## src/ewv_pkg.sv

```systemverilog
// ----------------------------------------------------------------------------
// ewv_pkg
// Widths, constants and inter-module structs of the encoder window velocity unit.
// ----------------------------------------------------------------------------
`default_nettype none

package ewv_pkg;

    // window depth, 2 .. 256
    localparam int WINDOW = 16;
    localparam int SLOT_W = $clog2(WINDOW);

    localparam int ANGLE_W = 14;
    localparam int TIME_W  = 32;
    localparam int ASUM_W  = 22;
    localparam int TSUM_W  = 40;
    localparam int VEL_W   = 48;
    localparam int RING_W  = ANGLE_W + TIME_W;

    localparam int HALF_TURN  = 8192;
    localparam int TURN_COUNT = 16384;

    // largest |angle_sum| over the window
    localparam int MAG_W  = $clog2(HALF_TURN * (WINDOW - 1) + 1);
    // round(8*pi*1e6 * 2^16)
    localparam int K_W    = 41;
    localparam logic [K_W-1:0] VEL_K = 41'd1647099329165;
    localparam int Q_FRAC = 16;
    localparam int PROD_W = MAG_W + K_W;
    localparam int DVD_W  = PROD_W - Q_FRAC;

    localparam logic [VEL_W-1:0] VEL_POS_MAX = 48'h7FFF_FFFF_FFFF;
    localparam logic [VEL_W-1:0] VEL_NEG_MAX = 48'h8000_0000_0000;

    // stream packing
    localparam int IN_TDATA_W  = 48;
    localparam int OUT_TDATA_W = 128;
    localparam int OUT_TUSER_W = 2;
    localparam int LAT_LSB  = 0;
    localparam int ASUM_LSB = LAT_LSB + ANGLE_W;
    localparam int TSUM_LSB = ASUM_LSB + ASUM_W;
    localparam int VEL_LSB  = TSUM_LSB + TSUM_W;
    localparam int OUT_USED = VEL_LSB + VEL_W;
    localparam int USER_VALID = 0;
    localparam int USER_SAT   = 1;

    typedef struct packed {
        logic               wr;
        logic [ANGLE_W-1:0] angle;
        logic [TIME_W-1:0]  stamp;
    } walk_req_t;

    typedef struct packed {
        logic                     done;
        logic [ANGLE_W-1:0]       latest;
        logic signed [ASUM_W-1:0] asum;
        logic [TSUM_W-1:0]        tsum;
    } walk_rsp_t;

    typedef struct packed {
        logic              start;
        logic [MAG_W-1:0]  mag;
        logic [TSUM_W-1:0] dvs;
    } div_req_t;

    typedef struct packed {
        logic             done;
        logic [DVD_W-1:0] quo;
    } div_rsp_t;

endpackage

`default_nettype wire

```

## src/ewv_ram.sv

```systemverilog
// ----------------------------------------------------------------------------
// ewv_ram
// Generic single-write, single-read RAM with registered read data.
// ----------------------------------------------------------------------------
`default_nettype none

module ewv_ram #(
    parameter int WIDTH = 8,
    parameter int DEPTH = 16
) (
    input  wire logic                     clk,
    input  wire logic                     we,
    input  wire logic [$clog2(DEPTH)-1:0] waddr,
    input  wire logic [WIDTH-1:0]         wdata,
    input  wire logic                     re,
    input  wire logic [$clog2(DEPTH)-1:0] raddr,
    output logic      [WIDTH-1:0]         rdata
);

    logic [WIDTH-1:0] mem [DEPTH];

    always_ff @(posedge clk)
    begin
        if (we)
        begin
            mem[waddr] <= wdata;
        end
        if (re)
        begin
            rdata <= mem[raddr];
        end
    end

endmodule

`default_nettype wire

```

## src/ewv_walk.sv

```systemverilog
// ----------------------------------------------------------------------------
// ewv_walk
// Sample ring: writes the new entry, then walks oldest to newest summing diffs.
// ----------------------------------------------------------------------------
`default_nettype none

module ewv_walk (
    input  wire logic               clk,
    input  wire logic               rst_n,
    input  wire ewv_pkg::walk_req_t req,
    output ewv_pkg::walk_rsp_t      rsp
);

    import ewv_pkg::*;

    localparam int DA_W = ANGLE_W + 2;
    localparam logic signed [DA_W-1:0] HALF_S = DA_W'(HALF_TURN);
    localparam logic signed [DA_W-1:0] TURN_S = DA_W'(TURN_COUNT);

    logic [SLOT_W-1:0] ws_reg;
    logic [SLOT_W-1:0] rd_addr_reg;
    logic [SLOT_W-1:0] rd_cnt_reg;
    logic              rd_act_reg;
    logic              rq_vld_reg;
    logic              rq_first_reg;
    logic              rq_last_reg;
    logic              rq_ok_reg;
    logic              done_reg;
    logic [WINDOW-1:0] vld_reg;

    logic [ANGLE_W-1:0]       prv_a_reg;
    logic [TIME_W-1:0]        prv_t_reg;
    logic [ANGLE_W-1:0]       latest_reg;
    logic signed [ASUM_W-1:0] asum_reg;
    logic [TSUM_W-1:0]        tsum_reg;

    logic [RING_W-1:0]        rdata;
    logic [ANGLE_W-1:0]       cur_a;
    logic [TIME_W-1:0]        cur_t;
    logic signed [DA_W-1:0]   da_raw;
    logic signed [DA_W-1:0]   da;
    logic [TIME_W-1:0]        dt;
    logic signed [ASUM_W-1:0] asum_next;
    logic [TSUM_W-1:0]        tsum_next;

    function automatic logic [SLOT_W-1:0] slot_inc(input logic [SLOT_W-1:0] s);
        return (s == SLOT_W'(WINDOW - 1)) ? '0 : s + 1'b1;
    endfunction

    ewv_ram #(
        .WIDTH (RING_W),
        .DEPTH (WINDOW)
    ) u_ring (
        .clk   (clk),
        .we    (req.wr),
        .waddr (ws_reg),
        .wdata ({req.stamp, req.angle}),
        .re    (rd_act_reg),
        .raddr (rd_addr_reg),
        .rdata (rdata)
    );

    // entries never written read as zero
    always_comb
    begin
        cur_a = rq_ok_reg ? rdata[ANGLE_W-1:0] : '0;
        cur_t = rq_ok_reg ? rdata[RING_W-1:ANGLE_W] : '0;
        da_raw = $signed({2'b00, cur_a}) - $signed({2'b00, prv_a_reg});
        if (da_raw > HALF_S)
        begin
            da = da_raw - TURN_S;
        end
        else if (da_raw < -HALF_S)
        begin
            da = da_raw + TURN_S;
        end
        else
        begin
            da = da_raw;
        end
        dt = cur_t - prv_t_reg;
        asum_next = asum_reg + {{(ASUM_W-DA_W){da[DA_W-1]}}, da};
        tsum_next = tsum_reg + {{(TSUM_W-TIME_W){1'b0}}, dt};
    end

    always_ff @(posedge clk or negedge rst_n)
    begin
        if (!rst_n)
        begin
            ws_reg      <= '0;
            rd_addr_reg <= '0;
            rd_cnt_reg  <= '0;
            rd_act_reg  <= 1'b0;
            rq_vld_reg  <= 1'b0;
            done_reg    <= 1'b0;
            vld_reg     <= '0;
        end
        else
        begin
            if (req.wr)
            begin
                ws_reg          <= slot_inc(ws_reg);
                rd_addr_reg     <= slot_inc(ws_reg);
                rd_cnt_reg      <= '0;
                rd_act_reg      <= 1'b1;
                vld_reg[ws_reg] <= 1'b1;
            end
            else if (rd_act_reg)
            begin
                rd_addr_reg <= slot_inc(rd_addr_reg);
                rd_cnt_reg  <= rd_cnt_reg + 1'b1;
                if (rd_cnt_reg == SLOT_W'(WINDOW - 1))
                begin
                    rd_act_reg <= 1'b0;
                end
            end
            rq_vld_reg <= rd_act_reg;
            done_reg   <= rq_vld_reg && rq_last_reg;
        end
    end

    always_ff @(posedge clk)
    begin
        rq_first_reg <= (rd_cnt_reg == '0);
        rq_last_reg  <= (rd_cnt_reg == SLOT_W'(WINDOW - 1));
        rq_ok_reg    <= vld_reg[rd_addr_reg];
        if (req.wr)
        begin
            latest_reg <= req.angle;
            asum_reg   <= '0;
            tsum_reg   <= '0;
        end
        if (rq_vld_reg)
        begin
            prv_a_reg <= cur_a;
            prv_t_reg <= cur_t;
            // pairs with no elapsed time are skipped
            if (!rq_first_reg && (dt != '0))
            begin
                asum_reg <= asum_next;
                tsum_reg <= tsum_next;
            end
        end
    end

    assign rsp.done   = done_reg;
    assign rsp.latest = latest_reg;
    assign rsp.asum   = asum_reg;
    assign rsp.tsum   = tsum_reg;

endmodule

`default_nettype wire

```

## src/ewv_vdiv.sv

```systemverilog
// ----------------------------------------------------------------------------
// ewv_vdiv
// Velocity quotient: bit-serial multiply by the scale, then restoring divide.
// ----------------------------------------------------------------------------
`default_nettype none

module ewv_vdiv (
    input  wire logic              clk,
    input  wire logic              rst_n,
    input  wire ewv_pkg::div_req_t req,
    output ewv_pkg::div_rsp_t      rsp
);

    import ewv_pkg::*;

    localparam int CNT_W = $clog2(DVD_W);

    typedef enum logic [2:0] {
        D_IDLE = 3'b001,
        D_MUL  = 3'b010,
        D_DIV  = 3'b100
    } dstate_t;

    dstate_t           st_reg;
    dstate_t           st_next;
    logic [CNT_W-1:0]  cnt_reg;
    logic              done_reg;
    logic [MAG_W-1:0]  mpl_reg;
    logic [PROD_W-1:0] prod_reg;
    logic [TSUM_W-1:0] dvs_reg;
    logic [TSUM_W-1:0] rem_reg;
    logic [DVD_W-1:0]  dq_reg;

    logic [PROD_W-1:0] prod_next;
    logic [TSUM_W:0]   trial;
    logic              ge;
    logic [TSUM_W:0]   diff;

    always_comb
    begin
        prod_next = {prod_reg[PROD_W-2:0], 1'b0}
                  + (mpl_reg[MAG_W-1] ? {{(PROD_W-K_W){1'b0}}, VEL_K} : '0);
        trial = {rem_reg, dq_reg[DVD_W-1]};
        ge    = (trial >= {1'b0, dvs_reg});
        diff  = trial - {1'b0, dvs_reg};
    end

    always_comb
    begin
        st_next = st_reg;
        case (st_reg)
            D_IDLE:
            begin
                if (req.start)
                begin
                    st_next = D_MUL;
                end
            end
            D_MUL:
            begin
                if (cnt_reg == CNT_W'(MAG_W - 1))
                begin
                    st_next = D_DIV;
                end
            end
            D_DIV:
            begin
                if (cnt_reg == CNT_W'(DVD_W - 1))
                begin
                    st_next = D_IDLE;
                end
            end
            default:
            begin
                st_next = D_IDLE;
            end
        endcase
    end

    always_ff @(posedge clk or negedge rst_n)
    begin
        if (!rst_n)
        begin
            st_reg   <= D_IDLE;
            cnt_reg  <= '0;
            done_reg <= 1'b0;
        end
        else
        begin
            st_reg   <= st_next;
            done_reg <= (st_reg == D_DIV) && (st_next == D_IDLE);
            if (st_next != st_reg)
            begin
                cnt_reg <= '0;
            end
            else
            begin
                cnt_reg <= cnt_reg + 1'b1;
            end
        end
    end

    always_ff @(posedge clk)
    begin
        case (st_reg)
            D_IDLE:
            begin
                mpl_reg  <= req.mag;
                dvs_reg  <= req.dvs;
                prod_reg <= '0;
            end
            D_MUL:
            begin
                prod_reg <= prod_next;
                mpl_reg  <= {mpl_reg[MAG_W-2:0], 1'b0};
                // low Q_FRAC bits of the product drop out of the quotient
                dq_reg   <= prod_next[PROD_W-1:Q_FRAC];
                rem_reg  <= '0;
            end
            D_DIV:
            begin
                rem_reg <= ge ? diff[TSUM_W-1:0] : trial[TSUM_W-1:0];
                dq_reg  <= {dq_reg[DVD_W-2:0], ge};
            end
            default:
            begin
                prod_reg <= '0;
            end
        endcase
    end

    assign rsp.done = done_reg;
    assign rsp.quo  = dq_reg;

endmodule

`default_nettype wire

```

## src/encoder_window_velocity_unit.sv

```systemverilog
// ----------------------------------------------------------------------------
// encoder_window_velocity_unit
// Moving-window encoder velocity estimator with stream input and output.
// ----------------------------------------------------------------------------
// Each request carries an angle sample and its microsecond timestamp; it is
// stored over the oldest ring entry and answered by one result. One request is
// processed at a time: the ring walk reads one entry per cycle through the RAM
// read port, then a bit-serial multiply and a restoring divide form the
// velocity; the multiply and divide are skipped when the time sum is zero, and
// no new request is taken until the result of the last one has gone to the
// output register. A finished result waits in the output register while the
// next request is taken. The ring reads as zero after reset at once; no
// clearing pass is needed.
`default_nettype none

module encoder_window_velocity_unit (
    input  wire logic                              clk,
    input  wire logic                              rst_n,
    input  wire logic                              s_tvalid,
    output logic                                   s_tready,
    // angle_count, sample_time_us, zero pad
    input  wire logic [ewv_pkg::IN_TDATA_W-1:0]    s_tdata,
    output logic                                   m_tvalid,
    input  wire logic                              m_tready,
    // latest_angle, angle_sum, time_sum_us, velocity_q16, zero pad
    output logic      [ewv_pkg::OUT_TDATA_W-1:0]   m_tdata,
    // velocity_valid, velocity_saturated
    output logic      [ewv_pkg::OUT_TUSER_W-1:0]   m_tuser
);

    import ewv_pkg::*;

    typedef enum logic [3:0] {
        ST_IDLE = 4'b0001,
        ST_WALK = 4'b0010,
        ST_CALC = 4'b0100,
        ST_OUT  = 4'b1000
    } state_t;

    state_t st_reg;
    state_t st_next;

    walk_req_t walk_req;
    walk_rsp_t walk_rsp;
    div_req_t  div_req;
    div_rsp_t  div_rsp;

    logic                     m_tvalid_reg;
    logic [OUT_TDATA_W-1:0]   m_tdata_reg;
    logic [OUT_TUSER_W-1:0]   m_tuser_reg;
    logic [ANGLE_W-1:0]       res_lat_reg;
    logic signed [ASUM_W-1:0] res_asum_reg;
    logic [TSUM_W-1:0]        res_tsum_reg;
    logic [VEL_W-1:0]         res_vel_reg;
    logic                     res_valid_reg;
    logic                     res_sat_reg;
    logic                     neg_reg;

    logic                     accept;
    logic                     out_free;
    logic                     walk_done;
    logic [ASUM_W-1:0]        asum_abs;
    logic [VEL_W-1:0]         q_ext;
    logic                     sat;
    logic [VEL_W-1:0]         q_clamp;
    logic [VEL_W-1:0]         vel;

    assign s_tready  = (st_reg == ST_IDLE);
    assign accept    = s_tvalid && s_tready;
    assign out_free  = !m_tvalid_reg || m_tready;
    assign walk_done = (st_reg == ST_WALK) && walk_rsp.done;

    assign walk_req.wr    = accept;
    assign walk_req.angle = s_tdata[ANGLE_W-1:0];
    assign walk_req.stamp = s_tdata[ANGLE_W+TIME_W-1:ANGLE_W];

    ewv_walk u_walk (
        .clk   (clk),
        .rst_n (rst_n),
        .req   (walk_req),
        .rsp   (walk_rsp)
    );

    always_comb
    begin
        asum_abs = walk_rsp.asum[ASUM_W-1] ? (~walk_rsp.asum + ASUM_W'(1))
                                           : walk_rsp.asum;
    end

    assign div_req.start = walk_done && (walk_rsp.tsum != '0);
    assign div_req.mag   = asum_abs[MAG_W-1:0];
    assign div_req.dvs   = walk_rsp.tsum;

    ewv_vdiv u_vdiv (
        .clk   (clk),
        .rst_n (rst_n),
        .req   (div_req),
        .rsp   (div_rsp)
    );

    // sign applied after the magnitude divide: truncation toward zero
    always_comb
    begin
        q_ext = {{(VEL_W-DVD_W){1'b0}}, div_rsp.quo};
        if (neg_reg)
        begin
            sat     = (q_ext > VEL_NEG_MAX);
            q_clamp = sat ? VEL_NEG_MAX : q_ext;
            vel     = ~q_clamp + VEL_W'(1);
        end
        else
        begin
            sat     = (q_ext > VEL_POS_MAX);
            q_clamp = sat ? VEL_POS_MAX : q_ext;
            vel     = q_clamp;
        end
    end

    always_comb
    begin
        st_next = st_reg;
        case (st_reg)
            ST_IDLE:
            begin
                if (s_tvalid)
                begin
                    st_next = ST_WALK;
                end
            end
            ST_WALK:
            begin
                if (walk_rsp.done)
                begin
                    st_next = (walk_rsp.tsum != '0) ? ST_CALC : ST_OUT;
                end
            end
            ST_CALC:
            begin
                if (div_rsp.done)
                begin
                    st_next = ST_OUT;
                end
            end
            ST_OUT:
            begin
                if (out_free)
                begin
                    st_next = ST_IDLE;
                end
            end
            default:
            begin
                st_next = ST_IDLE;
            end
        endcase
    end

    always_ff @(posedge clk or negedge rst_n)
    begin
        if (!rst_n)
        begin
            st_reg       <= ST_IDLE;
            m_tvalid_reg <= 1'b0;
        end
        else
        begin
            st_reg <= st_next;
            if ((st_reg == ST_OUT) && out_free)
            begin
                m_tvalid_reg <= 1'b1;
            end
            else if (m_tready)
            begin
                m_tvalid_reg <= 1'b0;
            end
        end
    end

    always_ff @(posedge clk)
    begin
        if (walk_done)
        begin
            res_lat_reg   <= walk_rsp.latest;
            res_asum_reg  <= walk_rsp.asum;
            res_tsum_reg  <= walk_rsp.tsum;
            neg_reg       <= walk_rsp.asum[ASUM_W-1];
            res_vel_reg   <= '0;
            res_valid_reg <= 1'b0;
            res_sat_reg   <= 1'b0;
        end
        if ((st_reg == ST_CALC) && div_rsp.done)
        begin
            res_vel_reg   <= vel;
            res_valid_reg <= 1'b1;
            res_sat_reg   <= sat;
        end
        if ((st_reg == ST_OUT) && out_free)
        begin
            m_tdata_reg <= {{(OUT_TDATA_W-OUT_USED){1'b0}}, res_vel_reg, res_tsum_reg,
                            res_asum_reg, res_lat_reg};
            m_tuser_reg <= {res_sat_reg, res_valid_reg};
        end
    end

    assign m_tvalid = m_tvalid_reg;
    assign m_tdata  = m_tdata_reg;
    assign m_tuser  = m_tuser_reg;

endmodule

`default_nettype wire

```

## config.mk

```make
export PLATFORM = sky130hd
export DESIGN_NAME = encoder_window_velocity_unit
export DESIGN_NICKNAME = d
export VERILOG_FILES = /design/src/ewv_pkg.sv /design/src/ewv_ram.sv /design/src/ewv_walk.sv /design/src/ewv_vdiv.sv /design/src/encoder_window_velocity_unit.sv
export SDC_FILE = /design/constraint.sdc
export NUM_CORES = 2
export LEC_CHECK = 0
export BUFFER_PORTS_ARGS = -buffer_cell sky130_fd_sc_hd__buf_4
export CORE_AREA = 2 2 510 309
export DETAILED_ROUTE_END_ITERATION = 8
export DIE_AREA = 0 0 512 311
export GPL_ROUTABILITY_DRIVEN = 0
export SLEW_MARGIN = 20
export SYNTH_ARGS = -nofsm -noshare
export SYNTH_HDL_FRONTEND = slang
export SYNTH_SLANG_ARGS = --single-unit
```

## constraint.sdc

```tcl
create_clock -name clk -period 8.8 [get_ports clk]
set_clock_uncertainty 0.1 [all_clocks]
set_input_delay 2.2 -clock clk [delete_from_list [all_inputs] [get_ports clk]]
set_output_delay 2.2 -clock clk [all_outputs]
set_load 0.02 [all_outputs]
```

==> results_tabular.tex <==
\begin{tabular}{lr}
\hline
Metric & Value \\
\hline
\multicolumn{2}{l}{\textbf{Outcome}} \\
Result of the run & finished, final reports clean \\
\multicolumn{2}{l}{\textbf{Layout}} \\
Final design instance area without fill & 0.0700 sq mm \\
Post-layout utilization of the core & 45.3\% \\
Layout net count & 4,436 \\
Total of fill cells in the finished design & 13,300 \\
Layout cell share with drive strength beyond 1 & 17.4\% \\
Flip-flop count of the largest register after layout & 736 \\
Layout-stage area growth over the synthesis result & 13.8\% \\
\multicolumn{2}{l}{\textbf{Detailed routing}} \\
Antenna violation net count after detailed routing & 0 \\
1st-iter DRT viols & 2,970 \\
Wirelength, routed & 137,000 um \\
DR WL/cell & 21.5 um \\
Count of TritonRoute iterations in the first routing pass & 5 \\
Number of remaining DRC errors & 0 \\
Number of vias in the routed layout & 33,900 \\
Average vias per placed instance & 5.32 \\
\multicolumn{2}{l}{\textbf{Logic synthesis}} \\
Fraction of synthesized cell area in xor and xnor cells & 3.30\% \\
Main area contributors after synthesis & edfxtp\_1, mux4\_2, ha\_1 \\
Mapped Area & 0.0615 sq mm \\
Area fraction of the dominant cell type after synthesis & 62.9\% \\
Post-synthesis simple-gate area fraction & 7.19\% \\
Async set or reset register ratio after synthesis & 3.29\% \\
Synth cell types & 99 \\
Leading area contributor after synthesis & edfxtp\_1 \\
Multiplexer fraction of the synthesized cell area & 10.2\% \\
Syn avg cell area & 15.5 sq um \\
Primary flip-flop cell chosen by synthesis mapping & edfxtp\_1 \\
Gate count after technology mapping & 3,975 \\
Dominant combinational cell family by area after synthesis & multiplexers \\
Share of synthesized cell area in full adder, half adder and majority cells & 3.80\% \\
Post-synthesis sequential element count & 1,399 \\
Sequential cell area fraction in the yosys report & 66.9\% \\
Post-synth EDFFs & 1,287 \\
Fraction of the mapped netlist area in compound gates & 6.70\% \\
Warning count from the yosys run & 0 \\
\multicolumn{2}{l}{\textbf{STA}} \\
Final hold vios & 0 \\
Crit share post-route & 71.7\% \\
Setup repair after global routing missed its margin & no \\
Final setup vio count & 0 \\
Final Max Tran Viols & 0 \\
Rel. slew slack & 16.1\% \\
Maximum clock frequency & 159 MHz \\
Worst-Margin Slew & 1260 ps \\
Shortest clock period the worst path allows after layout & 6310 ps \\
Setup TNS Final & 0 ps \\
\multicolumn{2}{l}{\textbf{Pwr}} \\
Power Total & 26.9 mW \\
Leak & 25.1 nW \\
IR Drop Worst-Case VDD & 262 uV \\
PwrDens & 385 mW/mm\^{}2 \\
\multicolumn{2}{l}{\textbf{Clock tree}} \\
CTS sink cnt & 1,399 \\
Clock slew seen by the registers of the worst setup and hold paths & 60 ps \\
CTS tree & done \\
Post-CTS repair timing setup buffer count & 0 \\
Root buffer selected by CTS & clkbuf\_16 \\
H-tree level count & 4 \\
CTS Buffer Depth & 3 \\
Clock Latency Late Sink & 780 ps \\
Number of gates given a new drive strength after cts & 0 \\
Inserted Clock Buffers & 137 \\
Cts-stage hold buffer count & 0 \\
\multicolumn{2}{l}{\textbf{Worst setup path}} \\
Data required, critical path & 9410 ps \\
Critical path startpoint category & register \\
Depth of the most critical reg-to-reg path & 21 \\
Reg2Reg Setup Slack & 2490 ps \\
Maximum fanout count along the critical path & 30 \\
Reg2reg start & u\_walk.rq\_ok\_reg \\
Arrival time reported for the critical path endpoint & 6920 ps \\
Worst reg2reg path endpoint & u\_walk.asum\_reg[21] \\
Critical setup path kind & reg -> reg \\
Capturing element type of the critical path & register \\
\multicolumn{2}{l}{\textbf{Floorplanning}} \\
Die outline area & 0.159 sq mm \\
Die W & 512 um \\
I/O Pins & 184 \\
Starting utilization of the core area & 39.8\% \\
FP Rows & 112 \\
Die extent in y & 311 um \\
Area of the core region & 0.155 sq mm \\
\multicolumn{2}{l}{\textbf{Hold path}} \\
Worst min-delay path startpoint & res\_tsum\_reg[3] \\
Hold Path Class & reg -> reg \\
Count of cells along the worst hold path & 0 \\
Hold Path Sink & m\_tdata[39] \\
\multicolumn{2}{l}{\textbf{GRT}} \\
Largest net degree at the start of global routing & 162 \\
Number of antenna violations at the first check in global routing & 17 \\
Total Routing Usage GR & 17.0\% \\
Via count of the first global-routing pass & 32,300 \\
First-pass GRT wire length & 207,000 um \\
Grt ovf & 0 \\
\multicolumn{2}{l}{\textbf{Placed design}} \\
Number of buffers added on ports & 176 \\
Cell Area, Placed & 0.0653 sq mm \\
Half-perimeter wire length after detailed placement & 84,700 um \\
\multicolumn{2}{l}{\textbf{Run}} \\
\# Max-Cap Violations & 0 \\
\hline
\end{tabular}
metrics by stage:
| stage | setup WS [ps] | hold WS, ps | std cells |
|---|---|---|---|
| after CTS | 2460 | 311 | 6364 |
| after floorplan | 652 | 300 | 3979 |
| final | 2490 | 309 | 6369 |
| after global routing | 1990 | 313 | 6366 |
| after detailed placement | 2480 | 305 | 6114 |
| after global placement | 2560 | 302 | 6114 |
how the worst max path moves through the flow:
stage	start	to	cells after the start
after floorplan	m_tready	m_tdata[0]	2
after global placement	u_walk.rq_ok_reg	u_walk.tsum_reg[38]	21
after detailed placement	u_walk.rq_ok_reg	u_walk.asum_reg[21]	21
after CTS	u_walk.rq_ok_reg	u_walk.asum_reg[21]	21
after global routing	u_walk.rq_ok_reg	u_walk.tsum_reg[38]	19
final	u_walk.rq_ok_reg	u_walk.asum_reg[21]	21
power breakdown:
group | internal, mW | switching, mW | total [mW] | leakage (nW)
Clock | 3.48 | 2.58 | 6.06 | 2.24
Combinational | 5.27 | 6.49 | 11.8 | 9.38
Sequential | 8.36 | 0.725 | 9.09 | 13.5
Total | 17.1 | 9.79 | 26.9 | 25.1
cell type report:
| type | instances | area (sq um) | area share [%] |
|---|---|---|---|
| clock inverters | 78 | 923 | 1.32 |
| inverters | 156 | 589 | 0.842 |
| clock buffers | 172 | 3700 | 5.28 |
| repair buffers | 222 | 1690 | 2.42 |
| flip-flops and latches | 1399 | 41100 | 58.8 |
| diodes | 5 | 12.5 | 0.0179 |
| well taps | 2052 | 2570 | 3.67 |
| multi-input cells | 2285 | 19300 | 27.6 |
cells in the final DEF (no fill, tap or decap), types with 14 or more instances in the layout:
master / count
edfxtp_1: 1287
nor2_1: 294
mux4_2: 235
buf_4: 220
nand2_1: 206
ha_1: 177
inv_1: 153
a21oi_1: 149
clkbuf_16: 142
xor2_1: 140
o21ai_0: 136
mux2i_1: 94
xnor2_1: 90
a21o_1: 86
dfxtp_1: 66
and2_1: 59
nand3_1: 59
nor3_1: 48
dfrtp_1: 38
and3_1: 29
nand2b_1: 29
nor2b_1: 28
nand4_1: 27
o31ai_1: 27
clkbuf_1: 27
clkinv_1: 27
or2_2: 26
a31oi_1: 23
nor4_1: 22
o211ai_1: 21
o21bai_1: 20
or3_1: 19
o21a_1: 19
clkinv_2: 16
o41ai_1: 16
bufinv_16: 16
a211oi_1: 15
nor2_4: 14
per-layer routing:
layer / global-route usage (%) / part of all wire, %
met5: 0 / 0.024
met3: 3.71 / 6.8
met2: 23.9 / 42
met1: 26.7 / 50
met4: 3.75 / 1.5
worst max-delay path, stage by stage (launching register included):
cell,delay (ps)
dfxtp_1,790
buf_4,320
and2_1,230
ha_1,240
nor2b_1,140
o31a_1,270
o31ai_1,320
a21oi_1,160
a31oi_1,280
xor2_1,210
inv_1,70
ha_1,330
a21o_1,190
o41ai_1,660
o21ai_0,340
o41a_1,400
nand4_1,110
nand4b_1,150
o31a_1,280
xnor2_1,170
or4_1,420
nand3_1,80
logic make-up (layout without fill, tap and decap cells):
family                     Yosys count  after routing
DFF                               1399           1399
and+or+nand+nor                    915            915
other                                1             10
muxes                              331            331
AOI/OAI and AO/OA                  620            620
adders and majority gates          183            183
buffers and inverters              295            628
xor gates and xnor gates           231            231
cell usage after synthesis (28+ instances only):
cell type,n
a21o_1,86
a21oi_1,149
and2_1,59
and3_1,29
clkbuf_1,101
dfrtp_1,44
dfxtp_1,66
edfxtp_1,1287
ha_1,177
inv_1,154
mux2i_1,94
mux4_2,235
nand2_1,210
nand2b_1,29
nand3_1,59
nor2_1,307
nor2b_1,28
nor3_1,53
o21ai_0,136
xnor2_1,90
xor2_1,140
No activity file was read; power rests on OpenSTA's default activity.
